### config.mk
export PLATFORM = sky130hd
export DESIGN_NAME = volume_center_crop_pad_address
export DESIGN_NICKNAME = d
export VERILOG_FILES = /design/src/sv/vccpa_pkg.sv /design/src/sv/vccpa_csr.sv /design/src/sv/vccpa_axis_map.sv /design/src/sv/vccpa_mac.sv /design/src/sv/volume_center_crop_pad_address.sv
export SDC_FILE = /design/constraint.sdc
export NUM_CORES = 2
export LEC_CHECK = 0
export BUFFER_PORTS_ARGS = -buffer_cell sky130_fd_sc_hd__buf_2
export CAP_MARGIN = 20
export CORE_MARGIN = 2
export CORE_UTILIZATION = 34
export DETAILED_ROUTE_END_ITERATION = 6
export SLEW_MARGIN = 20
export SYNTH_ARGS = -nofsm -noshare
export SYNTH_HDL_FRONTEND = slang
export SYNTH_SLANG_ARGS = --single-unit
### constraint.sdc
create_clock -name clock -period 12.3 [get_ports clock]
set_input_delay 0.615 -clock clock [delete_from_list [all_inputs] [get_ports clock]]
set_output_delay 0.615 -clock clock [all_outputs]
set_load 0.01 [all_outputs]
### src/sv/vccpa_pkg.sv
`default_nettype none

package vccpa_pkg;

   // Field widths of the request and response beats
   localparam int COORD_W    = 10;
   localparam int CH_W       = 2;
   localparam int SIZE_W     = 11;
   localparam int INDEX_W    = 32;
   localparam int FILL_W     = 16;
   localparam int NUM_FILL   = 3;

   // Configuration port
   localparam int CSR_IDX_W  = 3;
   localparam int CSR_DATA_W = 48;

   // Horner partial sums: (c*size_z + z) and ((c*size_z + z)*size_y + y)
   localparam int T1_W = SIZE_W + CH_W;
   localparam int T2_W = T1_W + SIZE_W;

   // Register indexes of the configuration port
   typedef enum logic [CSR_IDX_W-1:0] {
      REG_IN_SIZE_X   = 3'd0,
      REG_IN_SIZE_Y   = 3'd1,
      REG_IN_SIZE_Z   = 3'd2,
      REG_OUT_SIZE_X  = 3'd3,
      REG_OUT_SIZE_Y  = 3'd4,
      REG_OUT_SIZE_Z  = 3'd5,
      REG_FILL_VALUES = 3'd6
   } csr_reg_type;

   // Per-axis placement of the source inside the output volume.
   // grow: output at least as large as source, offset is the pad start and
   // limit the first output coordinate past the source; otherwise offset is
   // the crop start.
   typedef struct packed {
      logic              grow;
      logic [SIZE_W-1:0] offset;
      logic [SIZE_W:0]   limit;
      logic [SIZE_W-1:0] in_size;
      logic [SIZE_W-1:0] out_size;
   } axis_geom_type;

endpackage

`default_nettype wire

### src/sv/vccpa_csr.sv
`default_nettype none

module vccpa_csr
   import vccpa_pkg::*;
#(
   parameter int MAX_DIM    = 1024,
   parameter int PIXEL_BITS = 16
) (
   input  wire logic                      clock,
   input  wire logic                      reset,
   input  wire logic                      csr_write_enable,
   input  wire logic [CSR_IDX_W-1:0]      csr_index,
   input  wire logic [CSR_DATA_W-1:0]     csr_write_data,
   output axis_geom_type                  geom_x,
   output axis_geom_type                  geom_y,
   output axis_geom_type                  geom_z,
   output logic [NUM_FILL-1:0][PIXEL_BITS-1:0] fill_values
);

   localparam logic [SIZE_W+1:0] DIM_LIMIT = (SIZE_W+2)'(MAX_DIM);

   logic [SIZE_W-1:0] in_x_ff,  in_y_ff,  in_z_ff;
   logic [SIZE_W-1:0] out_x_ff, out_y_ff, out_z_ff;
   logic [NUM_FILL-1:0][PIXEL_BITS-1:0] fill_ff;
   axis_geom_type geom_x_ff, geom_y_ff, geom_z_ff;
   logic [SIZE_W-1:0] size_in;

   // Zero counts as one, anything above the limit as the limit
   function automatic logic [SIZE_W-1:0] clamp_size(input logic [SIZE_W-1:0] v);
      logic [SIZE_W-1:0] r;
      r = v;
      if (v == '0) begin
         r = SIZE_W'(1);
      end else if ({2'b00, v} > DIM_LIMIT) begin
         r = SIZE_W'(MAX_DIM);
      end
      return r;
   endfunction

   // Centering offsets of one axis
   function automatic axis_geom_type geom_of(input logic [SIZE_W-1:0] in_size,
                                             input logic [SIZE_W-1:0] out_size);
      axis_geom_type g;
      logic [SIZE_W:0] diff;
      g.in_size  = in_size;
      g.out_size = out_size;
      g.grow     = (out_size >= in_size);
      if (g.grow) begin
         diff = {1'b0, out_size} - {1'b0, in_size} + (SIZE_W+1)'(1);
      end else begin
         diff = {1'b0, in_size} - {1'b0, out_size} - (SIZE_W+1)'(1);
      end
      g.offset = diff[SIZE_W:1];
      g.limit  = {1'b0, g.offset} + {1'b0, in_size};
      return g;
   endfunction

   assign size_in = clamp_size(csr_write_data[SIZE_W-1:0]);

   // Take register writes, sizes stored already clamped
   always_ff @(posedge clock) begin
      if (reset) begin
         in_x_ff  <= SIZE_W'(1);
         in_y_ff  <= SIZE_W'(1);
         in_z_ff  <= SIZE_W'(1);
         out_x_ff <= SIZE_W'(1);
         out_y_ff <= SIZE_W'(1);
         out_z_ff <= SIZE_W'(1);
         fill_ff  <= '0;
      end else if (csr_write_enable) begin
         case (csr_index)
            REG_IN_SIZE_X:   in_x_ff  <= size_in;
            REG_IN_SIZE_Y:   in_y_ff  <= size_in;
            REG_IN_SIZE_Z:   in_z_ff  <= size_in;
            REG_OUT_SIZE_X:  out_x_ff <= size_in;
            REG_OUT_SIZE_Y:  out_y_ff <= size_in;
            REG_OUT_SIZE_Z:  out_z_ff <= size_in;
            REG_FILL_VALUES: begin
               for (int k = 0; k < NUM_FILL; k++) begin
                  fill_ff[k] <= csr_write_data[k*FILL_W +: PIXEL_BITS];
               end
            end
            default: ;
         endcase
      end
   end

   // Derive axis geometry from the size registers, in a register of its own
   always_ff @(posedge clock) begin
      if (reset) begin
         geom_x_ff <= geom_of(SIZE_W'(1), SIZE_W'(1));
         geom_y_ff <= geom_of(SIZE_W'(1), SIZE_W'(1));
         geom_z_ff <= geom_of(SIZE_W'(1), SIZE_W'(1));
      end else begin
         geom_x_ff <= geom_of(in_x_ff, out_x_ff);
         geom_y_ff <= geom_of(in_y_ff, out_y_ff);
         geom_z_ff <= geom_of(in_z_ff, out_z_ff);
      end
   end

   assign geom_x      = geom_x_ff;
   assign geom_y      = geom_y_ff;
   assign geom_z      = geom_z_ff;
   assign fill_values = fill_ff;

endmodule

`default_nettype wire

### src/sv/vccpa_axis_map.sv
`default_nettype none

module vccpa_axis_map
   import vccpa_pkg::*;
(
   input  wire logic [COORD_W-1:0] coord,
   input  axis_geom_type           geom,
   output logic                    hit,
   output logic [SIZE_W-1:0]       src
);

   logic [SIZE_W-1:0] coord_ext;

   assign coord_ext = SIZE_W'(coord);

   // Pad: inside only between pad start and its end; crop: always inside
   always_comb begin
      if (geom.grow) begin
         hit = (coord_ext >= geom.offset) && ({1'b0, coord_ext} < geom.limit);
         src = coord_ext - geom.offset;
      end else begin
         hit = 1'b1;
         src = coord_ext + geom.offset;
      end
   end

endmodule

`default_nettype wire

### src/sv/vccpa_mac.sv
`default_nettype none

module vccpa_mac #(
   parameter int A_W   = 13,
   parameter int B_W   = 11,
   parameter int ADD_W = 10,
   parameter int OUT_W = 24
) (
   input  wire logic             clock,
   input  wire logic [A_W-1:0]   a,
   input  wire logic [B_W-1:0]   b,
   input  wire logic [ADD_W-1:0] addend,
   output logic      [OUT_W-1:0] q
);

   localparam int PROD_W = A_W + B_W;

   logic [PROD_W-1:0] prod;
   logic [PROD_W:0]   sum;
   logic [OUT_W-1:0]  q_ff;

   // One Horner step: a * b + addend, registered
   assign prod = a * b;
   assign sum  = {1'b0, prod} + (PROD_W+1)'(addend);

   always_ff @(posedge clock) begin
      q_ff <= OUT_W'(sum);
   end

   assign q = q_ff;

endmodule

`default_nettype wire

### src/sv/volume_center_crop_pad_address.sv
`default_nettype none

// Center crop-or-pad address generator. One voxel coordinate is taken on
// every clock at which start is high; busy never rises. Its response appears
// on the rsp_ ports at the end of the pipeline for one cycle, marked by
// rsp_strobe, and must be taken then. Each pipeline stage does one of the
// three multiply-add steps that build each linear index. A configuration
// write passes the size register, then the geometry register, before it
// reaches the address logic; write only while no beat is in flight. A coordinate
// or channel out of range gives rsp_coord_error with all other response fields zero.
module volume_center_crop_pad_address
   import vccpa_pkg::*;
#(
   parameter int MAX_DIM      = 1024,
   parameter int PIXEL_BITS   = 16,
   parameter int MAX_CHANNELS = 3
) (
   input  wire logic                  clock,
   input  wire logic                  reset,
   input  wire logic                  start,
   output logic                       busy,
   input  wire logic [COORD_W-1:0]    req_out_x,
   input  wire logic [COORD_W-1:0]    req_out_y,
   input  wire logic [COORD_W-1:0]    req_out_z,
   input  wire logic [CH_W-1:0]       req_channel,
   output logic                       rsp_strobe,
   output logic                       rsp_from_source,
   output logic [INDEX_W-1:0]         rsp_source_index,
   output logic [INDEX_W-1:0]         rsp_dest_index,
   output logic [FILL_W-1:0]          rsp_fill_value,
   output logic                       rsp_coord_error,
   input  wire logic                  csr_write_enable,
   input  wire logic [CSR_IDX_W-1:0]  csr_index,
   input  wire logic [CSR_DATA_W-1:0] csr_write_data
);

   localparam logic [CH_W-1:0] CH_LIMIT = CH_W'(MAX_CHANNELS);

   axis_geom_type geom_x, geom_y, geom_z;
   logic [NUM_FILL-1:0][PIXEL_BITS-1:0] fill_values;

   logic                  accept;
   logic                  in_x, in_y, in_z;
   logic [SIZE_W-1:0]     src_x, src_y, src_z;
   logic                  err_in;
   logic [PIXEL_BITS-1:0] fill_in;

   // Stage 1
   logic                  valid1_ff, err1_ff, inside1_ff;
   logic [COORD_W-1:0]    x1_ff, y1_ff;
   logic [SIZE_W-1:0]     sx1_ff, sy1_ff;
   logic [PIXEL_BITS-1:0] fill1_ff;
   logic [T1_W-1:0]       dst1, src1;
   // Stage 2
   logic                  valid2_ff, err2_ff, inside2_ff;
   logic [COORD_W-1:0]    x2_ff;
   logic [SIZE_W-1:0]     sx2_ff;
   logic [PIXEL_BITS-1:0] fill2_ff;
   logic [T2_W-1:0]       dst2, src2;
   // Stage 3
   logic                  valid3_ff, err3_ff, inside3_ff;
   logic [PIXEL_BITS-1:0] fill3_ff;
   logic [INDEX_W-1:0]    dst3, src3;

   vccpa_csr #(
      .MAX_DIM    (MAX_DIM),
      .PIXEL_BITS (PIXEL_BITS)
   ) u_csr (
      .clock            (clock),
      .reset            (reset),
      .csr_write_enable (csr_write_enable),
      .csr_index        (csr_index),
      .csr_write_data   (csr_write_data),
      .geom_x           (geom_x),
      .geom_y           (geom_y),
      .geom_z           (geom_z),
      .fill_values      (fill_values)
   );

   assign busy   = 1'b0;
   assign accept = start && !busy;

   // Map each axis onto the source volume
   vccpa_axis_map u_map_x (.coord(req_out_x), .geom(geom_x), .hit(in_x), .src(src_x));
   vccpa_axis_map u_map_y (.coord(req_out_y), .geom(geom_y), .hit(in_y), .src(src_y));
   vccpa_axis_map u_map_z (.coord(req_out_z), .geom(geom_z), .hit(in_z), .src(src_z));

   // Range check and fill lookup
   assign err_in = (SIZE_W'(req_out_x) >= geom_x.out_size)
                || (SIZE_W'(req_out_y) >= geom_y.out_size)
                || (SIZE_W'(req_out_z) >= geom_z.out_size)
                || (req_channel >= CH_LIMIT);

   always_comb begin
      fill_in = '0;
      if (req_channel < CH_W'(NUM_FILL)) begin
         fill_in = fill_values[req_channel];
      end
   end

   // Stage 1: channel * size_z + z on both volumes
   vccpa_mac #(.A_W(CH_W), .B_W(SIZE_W), .ADD_W(COORD_W), .OUT_W(T1_W)) u_dst1 (
      .clock(clock), .a(req_channel), .b(geom_z.out_size), .addend(req_out_z), .q(dst1)
   );
   vccpa_mac #(.A_W(CH_W), .B_W(SIZE_W), .ADD_W(SIZE_W), .OUT_W(T1_W)) u_src1 (
      .clock(clock), .a(req_channel), .b(geom_z.in_size), .addend(src_z), .q(src1)
   );

   // Stage 2: fold in the row
   vccpa_mac #(.A_W(T1_W), .B_W(SIZE_W), .ADD_W(COORD_W), .OUT_W(T2_W)) u_dst2 (
      .clock(clock), .a(dst1), .b(geom_y.out_size), .addend(y1_ff), .q(dst2)
   );
   vccpa_mac #(.A_W(T1_W), .B_W(SIZE_W), .ADD_W(SIZE_W), .OUT_W(T2_W)) u_src2 (
      .clock(clock), .a(src1), .b(geom_y.in_size), .addend(sy1_ff), .q(src2)
   );

   // Stage 3: fold in the column, wrap to 32 bits
   vccpa_mac #(.A_W(T2_W), .B_W(SIZE_W), .ADD_W(COORD_W), .OUT_W(INDEX_W)) u_dst3 (
      .clock(clock), .a(dst2), .b(geom_x.out_size), .addend(x2_ff), .q(dst3)
   );
   vccpa_mac #(.A_W(T2_W), .B_W(SIZE_W), .ADD_W(SIZE_W), .OUT_W(INDEX_W)) u_src3 (
      .clock(clock), .a(src2), .b(geom_x.in_size), .addend(sx2_ff), .q(src3)
   );

   // Advance valid bits
   always_ff @(posedge clock) begin
      if (reset) begin
         valid1_ff <= 1'b0;
         valid2_ff <= 1'b0;
         valid3_ff <= 1'b0;
      end else begin
         valid1_ff <= accept;
         valid2_ff <= valid1_ff;
         valid3_ff <= valid2_ff;
      end
   end

   // Carry side data alongside the indexes
   always_ff @(posedge clock) begin
      err1_ff    <= err_in;
      inside1_ff <= in_x && in_y && in_z;
      x1_ff      <= req_out_x;
      y1_ff      <= req_out_y;
      sx1_ff     <= src_x;
      sy1_ff     <= src_y;
      fill1_ff   <= fill_in;

      err2_ff    <= err1_ff;
      inside2_ff <= inside1_ff;
      x2_ff      <= x1_ff;
      sx2_ff     <= sx1_ff;
      fill2_ff   <= fill1_ff;

      err3_ff    <= err2_ff;
      inside3_ff <= inside2_ff;
      fill3_ff   <= fill2_ff;
   end

   // Drive the response beat, zero the index, fill and source fields of an erroneous one
   assign rsp_strobe       = valid3_ff;
   assign rsp_coord_error  = err3_ff;
   assign rsp_from_source  = inside3_ff && !err3_ff;
   assign rsp_source_index = (inside3_ff && !err3_ff) ? src3 : '0;
   assign rsp_dest_index   = err3_ff ? '0 : dst3;
   assign rsp_fill_value   = err3_ff ? '0 : FILL_W'(fill3_ff);

`ifndef NO_ASSERTIONS
   a_strobe_follows_start: assert property (@(posedge clock) disable iff (reset)
      start |-> ##3 rsp_strobe)
      else $error("response beat missing three cycles after start");

   a_strobe_has_start: assert property (@(posedge clock) disable iff (reset)
      rsp_strobe |-> $past(start, 3))
      else $error("response beat without a request");

   a_bad_channel_flags: assert property (@(posedge clock) disable iff (reset)
      (start && (req_channel >= CH_LIMIT)) |-> ##3 (rsp_coord_error && !rsp_from_source))
      else $error("bad channel not flagged");

   a_bad_x_flags: assert property (@(posedge clock) disable iff (reset)
      (start && (SIZE_W'(req_out_x) >= geom_x.out_size)) |-> ##3 rsp_coord_error)
      else $error("column past output width not flagged");
`endif

endmodule

`default_nettype wire

# ---- Word level (Yosys, flattened, before mapping)
# Cells that the tools add are included.
# Widths: inputs -> output; s select.
dict set report word_totals {
  in_bits 87
  register_bits 510
  word_cells 141
  output_inout_bits 84
}
dict set report op_classes {
  order_cmp 16
  eq_ne 6
  mux 19
  addsub 27
  multipliers 6
  reduce_logical 19
}
# operator n
set ops {}
lappend ops {{$mux 12} 6}
lappend ops {{$sub 11x11->12} 6}
lappend ops {{$ge 10x11->1} 6}
lappend ops {{$mul 24x11->32} 2}
lappend ops {{$mux 32} 2}
lappend ops {{$mux 11} 5}
lappend ops {{$mul 13x11->24} 2}
lappend ops {{$add 11x11->12} 3}
lappend ops {{$add 12x1->12 const B} 3}
lappend ops {{$lt 10x12->1} 3}
lappend ops {{$sub 12x1->12 const B} 3}
lappend ops {{$add 10x11->11} 3}
lappend ops {{$ge 11x11->1} 3}
lappend ops {{$sub 10x11->11} 3}
lappend ops {{$add 32x10->32} 1}
lappend ops {{$add 32x11->32} 1}
lappend ops {{$bmux 16 s2} 1}
lappend ops {{$mux 16} 2}
lappend ops {{$mul 2x11->13} 2}
lappend ops {{$add 24x10->24} 1}
lappend ops {{$add 24x11->24} 1}
lappend ops {{$reduce_and 2->1} 7}
lappend ops {{$add 13x10->13} 1}
lappend ops {{$add 13x11->13} 1}
lappend ops {{13 further kinds} 25}

# ---- Depth between registers and ports, before layout
dict set report depth {
  ltp_word 5
  ltp_mapped 23
  mapped_depth_nobuf 21
}

# ---- Modules after synthesis
# A second synthesis with hierarchy kept.
dict set report unflattened {
  cells_unflattened 6095
  area_unflattened_um2 52795.6
}
# mod seq_area_each_um2 cells_per_inst instances area_per_inst_um2
set by_module_without_submodules {}
lappend by_module_without_submodules {vccpa_csr 5044.8 1559 1 13107.6}
lappend by_module_without_submodules {{vccpa_mac (u_dst3)} 640.6 1060 1 9228.9}
lappend by_module_without_submodules {{vccpa_mac (u_src3)} 640.6 1036 1 9110.0}
lappend by_module_without_submodules {{vccpa_mac (u_dst2)} 480.5 653 1 5665.4}
lappend by_module_without_submodules {{vccpa_mac (u_src2)} 480.5 639 1 5584.1}
lappend by_module_without_submodules {volume_center_crop_pad_address 2402.3 372 1 4149.0}
lappend by_module_without_submodules {vccpa_axis_map 0.0 163 3 1181.1}
lappend by_module_without_submodules {{vccpa_mac (u_src1)} 260.2 146 1 1207.4}
lappend by_module_without_submodules {{vccpa_mac (u_dst1)} 260.2 141 1 1199.9}

# ---- Least setup slack after synthesis
# Ideal clock, no wire load.
dict set report synth_timing {
  path_type {register -> register}
  start {register u_csr.geom_x_ff (netlist bit u_csr.geom_x[13])}
  end {register u_src3.q_ff[28], in the netlist u_src3.q[28]}
  synth_period_minus_slack_ns 5.306
  slack_ns 6.994
  t_required_ns 12.228
  path_stages_with_launch 21
  setup_time_ns 0.072
  arrival_ns 5.234
  n_path_buf 1
  path_cell_list {dfxtp_1 -> clkbuf_1 -> nand2_1 -> fa_1 -> fa_1 -> inv_1 -> fa_1 -> fa_1 -> inv_1 -> fa_1 -> inv_1 -> ha_1 -> a21oi_1 -> o211ai_1 -> a21oi_1 -> o21ai_0 -> a311o_1 -> a31o_2 -> a21o_1 -> a21oi_2 -> xnor2_1}
}
dict set report synth_between {
  elab_chain_len 2
}
# item line_no
set synth_rtl {}
lappend synth_rtl {{start: declaration} vccpa_csr.sv:25} ;# axis_geom_type geom_x_ff, geom_y_ff, geom_z_ff;
lappend synth_rtl {{start signal: assignment} vccpa_csr.sv:91} ;# geom_x_ff <= geom_of(SIZE_W'(1), SIZE_W'(1));
lappend synth_rtl {{start signal: assignment} vccpa_csr.sv:95} ;# geom_x_ff <= geom_of(in_x_ff, out_x_ff);
lappend synth_rtl {{$mul 24x11->32} vccpa_mac.sv:23} ;# assign prod = a * b;
lappend synth_rtl {{$add 32x11->32} vccpa_mac.sv:24} ;# assign sum = {1'b0, prod} + (PROD_W+1)'(addend);
lappend synth_rtl {{via u_src3.sum[28]} vccpa_mac.sv:19} ;# logic [PROD_W:0] sum;
lappend synth_rtl {{end signal: assignment} vccpa_mac.sv:27} ;# q_ff <= OUT_W'(sum);
lappend synth_rtl {{end: declaration} vccpa_mac.sv:20} ;# logic [OUT_W-1:0] q_ff;
# The timed path passes the listed nets, and every way through them passes these cells.
# A chain may end at the register's enable or synchronous reset.

# ---- Final worst setup path
dict set report layout_timing {
  start {register u_csr.geom_x_ff (netlist bit u_csr.geom_x[16])}
  end {register u_src3.q_ff[31], in the netlist u_src3.q[31]}
}
# The elaborated chain is that of the path after synthesis.

==> flow_summary.ini <==
[sta]
fmax_mhz = 162
slew_violations = 0
setup_viol = 0
worst_slack_ns = 6.12
grt_setup_unrepaired = false
layout_min_cycle_time_ns = 6.18
final_hold_viol_count = 0
finalSetupTns_ns = 0
timing.final.crit_share = 0.502
maxSlewHeadroom = 0.251
worst_pin_slew_ns = 1.12
finalClockSkew_ns = 0.0324
holdWs_ns = 0.157

[die]
die-area_sq_um = 152000
core_sq_um = 148000
start_util = 0.342
die_w_um = 390
rows = 141
io_pins = 171
die_h_um = 390

[clock_network]
cts.path.max_buffers = 3
postCtsSetupBuffers = 0
clk_pin_slew_ns = 0.06
numCtsBuffers = 66
numClockSinks = 510
holdBufCountCts = 0
h-tree-depth = 3
cts_tree = done
cts-root-buf = clkbuf_16
clk_latency_ns = 0.67
cts_resized = 0

[pwr]
total_power_mw = 6.54
max-vdd-ir-drop_mv = 0.0938
p_per_area_nw_per_um2 = 118
leakage_nw = 26.3

[worst_setup_path]
critical_path_arrival_ns = 6.72
start_kind = register
path_class = reg2reg
rr_worst_depth = 19
crit_required_ns = 12.84
endpoint_kind = register
cp_max_fo = 24

[synthesis]
synth_top_area_share = 0.268
synth_area_leader_cell = fa_1
avgSynthCellArea_sq_um = 8.68
synth_ff_type = dfxtp_1
yosys_warnings = 0
synth_top_family_by_area = adder cells
ys_ff_latch = 510
yosys-top-cells-area = fa_1 27%, dfxtp_1 20%, ha_1 14%
ys_seq_area_frac = 0.202
synth_edf_count = 0
syn_area_sq_um = 50600
synth_fa_ha_area_frac = 0.403
yosysMostFrequentCell = inv_1
synth_mux_area_frac = 0.00497
ys_async_sr_fraction = 0
synth_xor_area_frac = 0.0362
synth-simple-area-share = 0.159
ys_types = 71
synth_compound_area_frac = 0.0932
synth_commonest_cells = 1129 x inv_1, 886 x nand2_1, 676 x fa_1
syn-num-nets = 7137
synthCells = 5826

[placed_design]
preCtsSetupSlack_ns = 6.15
dpl.hpwl_um = 95600
dpl-instance-area_sq_um = 53100
gp_congestion = 0.885
place_inst = 7716
portBuffers = 169

[worst_hold_path]
hold_depth = 1
holdCritPathClass = in2reg

[grt]
grt_overflow = 0
grt_pass1_wl_um = 198000
grt_max_degree = 78
grt_pass1_vias = 38100
grt_use_total = 0.161
antenna_found_initial = 19

[finish]
syn_to_final_growth_pct = 9.64
seqCellArea_sq_um = 10200
fin_nets = 7167
design_area_sq_um = 55400
final_util = 0.375
drive_above_1_share = 0.0545
finalNonFillerCells = 7847
multiInputGateArea_sq_um = 35300
fill_cells = 15000

[route]
dr_total_vias = 36800
drtPass1Iterations = 5
drc_errors = 0
viasPerCell = 4.69
drtAntennaViolNets = 0
wl_per_cell_um = 15.3
drt_wl_total_um = 120000
drtIter0Drc = 1737

[job]
maxCapViolCount = 0

[outcome]
outcome = finished, final reports clean
## power breakdown
group	internal (mW)	total, mW	leakage [nW]	switching [mW]
clock network	1.18	2.00	1.08	0.824
logic	1.01	2.34	21.0	1.33
registers	1.89	2.20	4.18	0.308
total	4.08	6.54	26.3	2.46
## layout by cell type, fill, tap and decap left out, types with 96 or more instances in the layout
master and n:
ha_1 548, nor2b_1 96, fa_1 676, buf_2 168, nand2_1 886, inv_1 1129, nor2_1 209, xnor2_1 165
a21oi_1 317, and2_1 396, o21ai_0 132, dfxtp_1 509
## critical path: stages (launching register included)
cell	delay, ns
dfxtp_1	0.98
nand2_1	0.19
fa_1	0.58
inv_1	0.06
fa_1	0.57
fa_1	0.44
fa_1	0.50
inv_1	0.05
fa_1	0.47
inv_1	0.04
ha_1	0.34
a21o_1	0.18
a21o_1	0.20
nor3_1	0.21
a211oi_2	0.17
a21oi_1	0.46
o211ai_1	0.20
a31oi_1	0.21
o21bai_1	0.09
xnor2_1	0.12
## cell families (layout without fill, tap and decap cells)
| group | count (synthesis) | count (layout) |
|---|---|---|
| and+or+nand+nor | 1735 | 1735 |
| buffers and inverters | 1357 | 1438 |
| adders and majority gates | 1224 | 1224 |
| AOI/OAI and AO/OA | 765 | 765 |
| DFF | 510 | 510 |
| xor gates and xnor gates | 209 | 209 |
| muxes | 25 | 25 |
| other | 1 | 11 |
## flip-flops by register name, summed over array words and instances (netlist names), 24 cells and up
name and cells:
u_csr.fill_values 48, u_csr.geom_x 46, u_csr.geom_y 46, u_csr.geom_z 46, u_dst2.q 24, u_dst3.q 32
u_src2.q 24, u_src3.q 32
## worst paths after layout
kind | end | from | slack [ns]
setup / recovery | u_src3.q[31] | u_csr.geom_x[16] | 6.12
hold / removal | x1_ff[8] | req_out_x[8] | 0.16
setup reg to reg | u_src3.q[31] | u_csr.geom_x[16] | 6.12
hold reg to reg | fill3_ff[7] | fill2_ff[7] | 0.32
## routing by layer
metal | global-route usage | share of wire
met4 | 0.0488 | 0.024
met5 | 0 | 0.00076
met1 | 0.222 | 0.47
met2 | 0.258 | 0.45
met3 | 0.0286 | 0.059
## area by class of cell
class	instances	area share
diodes	10	0.000451
clock buffers	89	0.0332
clock inverters	30	0.00743
inverters	1131	0.0766
multi-input cells	3959	0.636
flip-flops and latches	510	0.184
well taps	1930	0.0436
repair buffers	188	0.0184
(Power assumes the default switching activity.)
